<file path="src/hw/rtl/lrp_pkg.sv">
package lrp_pkg;

  // Field widths fixed by the item format
  localparam int RANK_W      = 4;
  localparam int VALUE_W     = 4;
  localparam int RANGE_W     = 5;
  localparam logic [RANGE_W-1:0] RANGE_RESET = 5'd16;

  // Commands from the controller to the datapath
  typedef struct packed {
    logic start;   // item accepted: load rank, clear scan position
    logic step;    // scanning: advance one slot unless finished
    logic load;    // move result to output register, update taken map
  } lrp_cmd_t;

  // Status from the datapath to the controller
  typedef struct packed {
    logic scan_hit;  // current slot is the requested free value
    logic scan_end;  // scan ran past the effective range
  } lrp_stat_t;

endpackage

</file>
<file path="src/hw/rtl/lrp_ctrl.sv">
module lrp_ctrl import lrp_pkg::*; (
  input  logic      clk,
  input  logic      rst_n,
  input  logic      in_valid,
  output logic      in_stall,
  output logic      out_valid,
  input  logic      out_stall,
  input  lrp_stat_t stat,
  output lrp_cmd_t  cmd
);

  localparam logic [1:0] S_IDLE   = 2'd0;
  localparam logic [1:0] S_SCAN   = 2'd1;
  localparam logic [1:0] S_RESULT = 2'd2;

  logic [1:0] state_r, state_nxt;
  logic       out_valid_r, out_valid_nxt;
  logic       out_free;

  assign in_stall  = (state_r != S_IDLE);
  assign out_valid = out_valid_r;
  assign out_free  = !out_valid_r || !out_stall;

  // Next state and commands
  always_comb begin
    state_nxt = state_r;
    cmd.start = 1'b0;
    cmd.step  = 1'b0;
    cmd.load  = 1'b0;
    case (state_r)
      S_IDLE: begin
        if (in_valid) begin
          cmd.start = 1'b1;
          state_nxt = S_SCAN;
        end
      end
      S_SCAN: begin
        cmd.step = 1'b1;
        if (stat.scan_hit || stat.scan_end) begin
          state_nxt = S_RESULT;
        end
      end
      S_RESULT: begin
        if (out_free) begin
          cmd.load  = 1'b1;
          state_nxt = S_IDLE;
        end
      end
      default: begin
        state_nxt = S_IDLE;
      end
    endcase
  end

  // Output valid: set on load, cleared when the item is taken
  always_comb begin
    out_valid_nxt = out_valid_r;
    if (cmd.load) begin
      out_valid_nxt = 1'b1;
    end else if (out_valid_r && !out_stall) begin
      out_valid_nxt = 1'b0;
    end
  end

  always_ff @(posedge clk) begin
    if (!rst_n) begin
      state_r     <= S_IDLE;
      out_valid_r <= 1'b0;
    end else begin
      state_r     <= state_nxt;
      out_valid_r <= out_valid_nxt;
    end
  end

  // A waiting result is never overwritten
  a_no_overwrite: assert property (@(posedge clk) disable iff (!rst_n)
    cmd.load |-> !(out_valid_r && out_stall))
    else $error("result loaded over a stalled output item");

  // Load always yields a valid output and frees the input side
  a_load_done: assert property (@(posedge clk) disable iff (!rst_n)
    cmd.load |=> out_valid_r && (state_r == S_IDLE))
    else $error("load did not present a result");

  // Result state is only reached through a finished scan
  a_result_entry: assert property (@(posedge clk) disable iff (!rst_n)
    (state_r == S_RESULT) && ($past(state_r) != S_RESULT) |->
      $past(state_r) == S_SCAN && ($past(stat.scan_hit) || $past(stat.scan_end)))
    else $error("result state entered without scan completion");

endmodule

</file>
<file path="src/hw/rtl/lrp_dpath.sv">
module lrp_dpath import lrp_pkg::*; #(
  parameter int MAX_RANGE = 16
) (
  input  logic               clk,
  input  logic               rst_n,
  input  logic               cfg_valid,
  input  logic [RANGE_W-1:0] cfg_data,
  input  logic [RANK_W-1:0]  in_rank,
  input  logic               in_last_pick,
  output logic [VALUE_W-1:0] out_value,
  output logic               out_invalid,
  input  lrp_cmd_t           cmd,
  output lrp_stat_t          stat
);

  localparam int SW = (MAX_RANGE > 1) ? $clog2(MAX_RANGE) : 1;
  localparam int CW = $clog2(MAX_RANGE + 1);
  localparam int RW = (CW > RANGE_W) ? CW : RANGE_W;

  logic [RANGE_W-1:0]   range_size_r;
  logic [MAX_RANGE-1:0] map_r;
  logic [CW-1:0]        slot_r;
  logic [RANK_W-1:0]    rem_r;
  logic                 last_r;
  logic [VALUE_W-1:0]   out_value_r;
  logic                 out_invalid_r;

  logic [RW-1:0]        eff_range;
  logic [SW-1:0]        slot_idx;
  logic                 in_range;
  logic                 slot_free;

  // Effective range, saturated at MAX_RANGE
  assign eff_range = (RW'(range_size_r) > RW'(MAX_RANGE)) ? RW'(MAX_RANGE)
                                                          : RW'(range_size_r);

  // Slot under test
  assign slot_idx  = slot_r[SW-1:0];
  assign in_range  = RW'(slot_r) < eff_range;
  assign slot_free = !map_r[slot_idx];

  assign stat.scan_end = !in_range;
  assign stat.scan_hit = in_range && slot_free && (rem_r == '0);

  assign out_value   = out_value_r;
  assign out_invalid = out_invalid_r;

  // Configuration register
  always_ff @(posedge clk) begin
    if (!rst_n) begin
      range_size_r <= RANGE_RESET;
    end else if (cfg_valid) begin
      range_size_r <= cfg_data;
    end
  end

  // Taken map: set on a good pick, cleared after the last digit
  always_ff @(posedge clk) begin
    if (!rst_n) begin
      map_r <= '0;
    end else if (cmd.load && !stat.scan_end) begin
      if (last_r) begin
        map_r <= '0;
      end else begin
        map_r <= map_r | (MAX_RANGE'(1) << slot_idx);
      end
    end
  end

  // Scan position and remaining rank; position freezes on a hit or at the end
  always_ff @(posedge clk) begin
    if (cmd.start) begin
      slot_r <= '0;
      rem_r  <= in_rank;
      last_r <= in_last_pick;
    end else if (cmd.step && !stat.scan_hit && !stat.scan_end) begin
      slot_r <= slot_r + CW'(1);
      if (slot_free) begin
        rem_r <= rem_r - RANK_W'(1);
      end
    end
  end

  // Output payload
  always_ff @(posedge clk) begin
    if (cmd.load) begin
      out_value_r   <= stat.scan_end ? '0 : VALUE_W'(slot_r);
      out_invalid_r <= stat.scan_end;
    end
  end

  // A good pick that is not the last leaves its slot marked
  a_mark: assert property (@(posedge clk) disable iff (!rst_n)
    (cmd.load && !stat.scan_end && !last_r) |=> map_r[$past(slot_idx)])
    else $error("picked slot not marked as taken");

  // The last good pick leaves the map empty
  a_clear: assert property (@(posedge clk) disable iff (!rst_n)
    (cmd.load && !stat.scan_end && last_r) |=> (map_r == '0))
    else $error("taken map not cleared after last digit");

endmodule

</file>
<file path="src/hw/rtl/lehmer_rank_to_permutation.sv">
// Lehmer code digit decoder.
// Input channel (in_valid / in_stall): one item per digit, in_rank selects the
// rank-th value, from zero, among 0..range-1 not yet taken in the sequence;
// in_last_pick ends the sequence and clears the taken map after a good pick.
// Output channel (out_valid / out_stall): one item per input, out_value is
// the chosen value (0 when invalid) and out_invalid flags a rank not below
// the count of free values; an invalid digit changes nothing.
// Config channel (cfg_valid / cfg_ready): writes range_size, saturated at
// MAX_RANGE; cfg_ready is always high. Write only while the block is idle.
// Timing: a slot scanner tests one slot of the taken map per cycle. The scan
// stops at the requested free slot, or past the effective range for an
// invalid item; the result state then loads the output register and raises
// out_valid. The controller then returns to idle before it accepts the next
// item, so a new item is not taken before the last one has been loaded.
// in_stall is high from acceptance until the result enters the output
// register; if the receiver stalls with a result still waiting, the finished
// item waits in the controller and the input stays stalled.
// Reset (synchronous, rst_n low): taken map empty, range_size 16, no output.
module lehmer_rank_to_permutation import lrp_pkg::*; #(
  parameter int MAX_RANGE = 16
) (
  input  logic               clk,
  input  logic               rst_n,
  input  logic               cfg_valid,
  output logic               cfg_ready,
  input  logic [RANGE_W-1:0] cfg_data,
  input  logic               in_valid,
  output logic               in_stall,
  input  logic [RANK_W-1:0]  in_rank,
  input  logic               in_last_pick,
  output logic               out_valid,
  input  logic               out_stall,
  output logic [VALUE_W-1:0] out_value,
  output logic               out_invalid
);

  lrp_cmd_t  cmd;
  lrp_stat_t stat;

  assign cfg_ready = 1'b1;

  // Sequencer
  lrp_ctrl u_ctrl (
    .clk       (clk),
    .rst_n     (rst_n),
    .in_valid  (in_valid),
    .in_stall  (in_stall),
    .out_valid (out_valid),
    .out_stall (out_stall),
    .stat      (stat),
    .cmd       (cmd)
  );

  // Taken map, slot scanner and output register
  lrp_dpath #(
    .MAX_RANGE (MAX_RANGE)
  ) u_dpath (
    .clk          (clk),
    .rst_n        (rst_n),
    .cfg_valid    (cfg_valid),
    .cfg_data     (cfg_data),
    .in_rank      (in_rank),
    .in_last_pick (in_last_pick),
    .out_value    (out_value),
    .out_invalid  (out_invalid),
    .cmd          (cmd),
    .stat         (stat)
  );

endmodule
</file>
<file path="config.mk">
export PLATFORM = sky130hd
export DESIGN_NAME = lehmer_rank_to_permutation
export DESIGN_NICKNAME = d
export VERILOG_FILES = /design/src/hw/rtl/lrp_pkg.sv /design/src/hw/rtl/lrp_ctrl.sv /design/src/hw/rtl/lrp_dpath.sv /design/src/hw/rtl/lehmer_rank_to_permutation.sv
export SDC_FILE = /design/constraint.sdc
export NUM_CORES = 1
export LEC_CHECK = 0
export CORE_MARGIN = 8
export CORE_UTILIZATION = 59
export CTS_BUF_LIST = sky130_fd_sc_hd__clkbuf_4 sky130_fd_sc_hd__clkbuf_8
export DETAILED_ROUTE_END_ITERATION = 16
export DONT_BUFFER_PORTS = 1
export HOLD_SLACK_MARGIN = 0.1
export PLACE_DENSITY_LB_ADDON = 0.2
export SLEW_MARGIN = 30
export SYNTH_ARGS = -nofsm -noshare
export SYNTH_HDL_FRONTEND = slang
export SYNTH_SLANG_ARGS = --single-unit
export TNS_END_PERCENT = 30
</file>
<file path="constraint.sdc">
create_clock -name clk -period 2.45 [get_ports clk]
set_input_delay 0.3675 -clock clk [delete_from_list [all_inputs] [get_ports clk]]
set_output_delay 0.3675 -clock clk [all_outputs]
set_load 0.005 [all_outputs]
</file>
Word level (Yosys, flattened, before mapping)
Index checks and enable logic that the tools add are counted.
Word-level totals
  output and inout port bits: 8
  input bits: 15
  word-level logic and storage cells: 60
  register bits after elaboration: 39
Operators by class
  bitwise logic cells: 1
  equality and inequality tests: 6
  reduce and logical (&&, ||, !) cells: 20
  muxes and demuxes: 18
  shift-type cells: 1
  $lt $le $gt $ge: 3
  add/sub/neg operators: 2
Operator list (count)
  16-bit 2-to-1 mux: 1
  16-bit bitwise OR: 1
  1-bit by 4-bit left shift with 16-bit output (first input constant): 1
  4-bit 2-to-1 mux: 3
  1-bit 2-to-1 mux: 8
  1-bit logical AND: 6
  2-bit 2-to-1 mux: 3
  2-bit case mux with 3 select lines: 1
  2-bit nonzero test: 3
  5-bit by 1-bit adder with 5-bit output (second input constant): 1
  5-bit > comparator (second input constant): 1
  1-bit logical NOT: 5
  4-bit by 5-bit < comparator with 1-bit output (second input constant): 1
  5-bit < comparator: 1
  5-bit 2-to-1 mux: 1
  1-bit binary-select mux with 4-bit select: 1
  4-bit logical NOT: 1
  2-bit by 1-bit != test with 1-bit output (second input constant): 2
  2-bit != test (second input constant): 2
  4-bit by 1-bit subtractor with 4-bit output (second input constant): 1
  3-bit AND reduction: 1
  2-bit by 1-bit == test with 1-bit output (second input constant): 1
  2-bit == test (second input constant): 1
  2-bit logical NOT: 1
  2 further kinds: 3

Depth between registers and ports, before layout
  word-level depth: 10
  depth in mapped cells: 9
  gate-level depth less buffers: 8

By module
From an unflattened synthesis, not the netlist that was laid out.
Unflattened totals
  cell total of the unflattened synthesis: 219
  area, all modules: 2153.3 um2
Modules (own cells, without submodules)
  lrp_dpath: cells an instance 198, area an instance 1965.6 um2, instances 1, seq. area each 820.8 um2
  lrp_ctrl: cells an instance 19, area an instance 176.4 um2, instances 1, seq. area each 60.1 um2
  lehmer_rank_to_permutation: cells an instance 2, area an instance 11.3 um2, instances 1, seq. area each 0.0 um2

Worst setup path after synthesis
Ideal clock, no wire load.
  path type: register -> register
  from: reg u_dpath.slot_r[0]
  to: reg u_dpath.rem_r[0], enable pin
  path slack: 150 ps
  data required time: 2071 ps
  path buffers: 1
  cell stages (with the launch flop): 7
  data arrival time: 1920 ps
  period minus slack after synthesis: 2300 ps
  setup time: 379 ps
  path through: dfxtp_1 > buf_6 > mux2_4 > a22o_1 > nor3_1 > a21oi_1 > o41ai_1
Between the ends
  longest elaborated chain between the ends: 10
  elaborated cells between the ends (all ways): 12
  those cells by class: order compare (1); eq/ne (1); mux (2); reduce/logical (8)
RTL lines
  start, declared: RTL line lrp_dpath.sv:22  | logic [CW-1:0] slot_r;
  start signal, assigned: RTL line lrp_dpath.sv:77  | slot_r <= slot_r + CW'(1);
  1-bit binary-select mux with 4-bit select: RTL line lrp_dpath.sv:40  | assign slot_free = !map_r[slot_idx];
  1-bit 2-to-1 mux (implied by the code): RTL line lrp_dpath.sv:40
  1-bit logical NOT: RTL line lrp_dpath.sv:40
  1-bit logical AND (2 in a row): RTL line lrp_dpath.sv:43  | assign stat.scan_hit = in_range && slot_free && (rem_r == '0);
  1-bit logical NOT: RTL line lrp_dpath.sv:76  | end else if (cmd.step && !stat.scan_hit && !stat.scan_end) begin
  1-bit logical AND (2 in a row): RTL line lrp_dpath.sv:76
  2-bit nonzero test (no source line)
  2-bit AND reduction (no source line) (*)
  end signal, assigned: RTL line lrp_dpath.sv:74  | rem_r <= in_rank;
  end signal, assigned: RTL line lrp_dpath.sv:79  | rem_r <= rem_r - RANK_W'(1);
  end, declared: RTL line lrp_dpath.sv:23  | logic [RANK_W-1:0] rem_r;
Every way passes the cells marked *; elsewhere a longest branch is shown, timed or not. The select of a mux whose other input is x is not followed.
A chain may end at the register's enable or synchronous reset.

Worst setup path in the final report
  from: reg u_dpath.range_size_r[4]
  to: reg u_dpath.map_r[2]
Between the ends
  longest elaborated chain between the ends: 4
RTL lines
  start, declared: RTL line lrp_dpath.sv:20  | logic [RANGE_W-1:0] range_size_r;
  start signal, assigned: RTL line lrp_dpath.sv:53  | range_size_r <= cfg_data;
  5-bit > comparator: RTL line lrp_dpath.sv:34  | assign eff_range = (RW'(range_size_r) > RW'(MAX_RANGE)) ? RW'(MAX_RANGE)
  5-bit 2-to-1 mux (*): RTL line lrp_dpath.sv:34
  5-bit < comparator (*): RTL line lrp_dpath.sv:39  | assign in_range = RW'(slot_r) < eff_range;
  1-bit logical AND (*): RTL line lrp_dpath.sv:61  | end else if (cmd.load && !stat.scan_end) begin
  end signal, assigned: RTL line lrp_dpath.sv:65  | map_r <= map_r | (MAX_RANGE'(1) << slot_idx);
  end, declared: RTL line lrp_dpath.sv:21  | logic [MAX_RANGE-1:0] map_r;
Every way passes the cells marked *; elsewhere a longest branch is shown, timed or not.

==> metrics.yaml <==
first_pass_iters: 4
clk_pin_slew_ns: 0.11
yosysTopAreaCell: "dfxtp_1"
dieArea_um2: 5450
ioPinCount: 23
rsz0062_at_grt: "false"
start_util_pct: 60.0
fillers: 253
met1_usage_pct: 17.7
max-cap-violations: 0
hold_path_startpoint: "rst_n"
critical_path.max_fanout: 16
htreeDepth: 2
async_reset_ff_share_pct: 0
antenna_found_initial: 0
fmax_ghz: 0.440
hpwl_um: 2960
synth_commonest_cells: "dfxtp_1, nor2b_1, a31oi_1"
synth_edf_count: 10
combPwrFrac_pct: 30.1
tns_ns: 0
start_kind: "flip-flop"
min_path_cells: 1
cts_buffer_depth: 2
fin_nets: 224
peakVddDrop_mv: 0.445
synth_flop_cell: "dfxtp_1"
path_class: "flip-flop to flip-flop"
seq_area_um2: 882
holdWs_ns: 0.125
cts_sinks: 39
cts_setup_buffers: 0
reg2regPathDepth: 8
critPathSlowestCell: "a21boi_1"
clock_skew_ns: 0.00714
netSwitchingFraction_pct: 34.3
hold_end: "u_dpath.range_size_r[4]"
use_met2_pct: 24.8
pwr-share-clk_pct: 19.1
multi_input_area_um2: 1020
drive_gt1_share_pct: 13.6
power_frac_seq_pct: 50.8
num_antenna_cells: 0
cpPeakStageDelay_ns: 0.77
ys_seq_area_share_pct: 44.7
grt_max_degree: 17
grt_use_met3_pct: 4.50
track_usage_pct: 15.0
core_um2: 3280
netlist-cell-type-count: 42
synth_seq_cells: 39
max_slew_margin_pct: 35.8
arrival_ns: 2.55
grt_pass1_vias: 1382
p_int_uw: 1080
fin_crit_sh_pct: 92.7
drtAntennaViolNets: 0
min_period_ns: 2.27
area_growth_pct: 6.54
worst_pin_slew_ns: 0.962
power_density_nw_per_um2: 784
die_h_um: 73.8
drc: 0
syn_nets: 219
r2r_start: "u_dpath.range_size_r[4]"
setup_viol: 0
finalHoldViolCount: 0
worstPathCellList: "inv_2 -> nand2_1 -> ha_1 -> nand4_1 -> o22ai_2 -> nor4b_4 -> a21boi_1 -> nor2b_1"
finalWirelength_um: 4020
clock_latency_ns: 0.33
status: "completed"
path_buf_inv: 1
cts_tree: "yes"
cts_buffers: 5
ys_warn_count: 0
die_w_um: 73.8
path_delay_family: "compound AO/OA/AOI/OAI gates"
avgSynthCellArea_um2: 10.3
fp-row-count: 21
top_usage_layer: "met2"
portBuffers: 0
gp_congestion: 0.884
yosysMostFrequentCell: "dfxtp_1"
rr_endpoint: "u_dpath.map_r[2]"
vias_per_cell: 5.89
cp-end-kind: "flip-flop"
synth.area.top_cells: "dfxtp_1, edfxtp_1, ha_1, nor2b_1, a31oi_1"
vias: 1436
syn_inst: 192
grt_pass1_wl_um: 6370
cts_root_buf: "clkbuf_4"
r2r_slack_ns: 0.18
worstHoldPathType: "input port to flip-flop"
drt_iter0_markers: 72
grt_overflow: 0
maxSlewViolCount: 0
syn_area_um2: 1970
wire_per_inst_um: 16.5
power_switching_uw: 565
p_leak_uw: 0.000799
required_ns: 2.73
synth_top_area_share_pct: 29.5
-- sequential cells by signal (all words and copies together) (netlist names) --
signal / count
u_ctrl.state_r: 2
u_dpath.rem_r: 4
u_dpath.slot_r: 5
u_dpath.range_size_r: 5
u_dpath.last_r: 1
u_dpath.out_value: 4
u_dpath.out_invalid: 1
u_dpath.map_r: 16
u_ctrl.out_valid: 1
-- metrics by stage --
| stage | area, µm² | cells | total power, µW | setup WS, ns | util, % |
|---|---|---|---|---|---|
| 2_1_floorplan | 1970 | 192 | 1200 | 0.150 | - |
| 3_3_place_gp | 2020 | 235 | 1300 | 0.0578 | 61.6 |
| 5_1_grt | 2100 | 244 | 1740 | 0.00721 | 63.9 |
| 3_5_place_dp | 2020 | 235 | 1330 | 0.0789 | 61.6 |
| 4_1_cts | 2080 | 243 | 1640 | 0.0384 | 63.2 |
| 6_report | 2100 | 244 | 1650 | 0.178 | 63.9 |
-- routing by layer --
layer,wire length [µm],vias up
met1,1740,688
met3,221,9
met2,1990,49
met4,61,0
li1,-,690
met5,0,-
-- power by group through the flow --
stage / sequential, µW / combinational (µW) / clock (µW)
after floorplan: 812 / 391 / 0
after global placement: 845 / 453 / 0
after detailed placement: 848 / 479 / 0
after CTS: 834 / 484 / 318
after global routing: 848 / 543 / 346
final: 837 / 496 / 314
-- repair_timing --
action                     in CTS  in global routing
gates resized for setup         0                  4
setup endpoints to repair       0                 22
hold endpoints to repair        0                  1
hold buffers                    0                  1
-- worst reg2reg max path, delay by kind of cell (launching register included) --
family / cells / cell delay, ns
compound gates: 2 / 0.97
simple gates: 4 / 0.51
flops: 1 / 0.34
fa+ha+maj: 1 / 0.31
buf+inv: 1 / 0.09
-- area by class of cell --
| class | count | share of cell area (%) |
|---|---|---|
| clock buffer | 6 | 2.15 |
| clock inverter | 2 | 0.358 |
| multi-input combinational | 134 | 48.5 |
| tap | 46 | 2.74 |
| sequential | 39 | 42.0 |
| timing repair buffer | 6 | 2.26 |
| inverter | 11 | 1.97 |
-- cells by family (layout without fill, tap and decap cells) --
kind of cell	after synthesis	in the layout	share of synthesized area [%]
AO/OA/AOI/OAI	40	40	14.9
XOR/XNOR	2	2	0.889
adder cells (fa/ha/maj)	12	12	7.62
buffers and inverters	19	25	4.19
flip-flops	39	39	44.7
multiplexers	15	15	8.70
other	1	1	0.190
AND/OR/NAND/NOR	64	64	18.8
-- worst max-delay path by stage --
stage | startpoint | to | slack [ns] | cells after the start
global route | u_dpath.range_size_r[4] | u_dpath.map_r[7] | 0.007 | 8
finish | u_dpath.range_size_r[4] | u_dpath.map_r[2] | 0.18 | 8
floorplan | u_dpath.slot_r[0] | u_dpath.rem_r[0] | 0.15 | 6
detailed placement | u_dpath.slot_r[0] | u_dpath.rem_r[0] | 0.08 | 6
global placement | u_dpath.slot_r[0] | u_dpath.rem_r[0] | 0.06 | 6
CTS | u_dpath.slot_r[0] | u_dpath.rem_r[0] | 0.04 | 6
-- cells in the final DEF (no fill, tap or decap), types with 8 or more instances in the layout --
cell type  netlist  routed
nor2_1          12      12
nand2_1         13      13
a31oi_1         17      17
a21oi_1          9       8
inv_1           11      10
edfxtp_1        10      10
nor2b_1         23      23
dfxtp_1         29      28
mux2i_1         10      10
ha_1            12      12
Note: power is estimated with default switching activity, not from simulation.
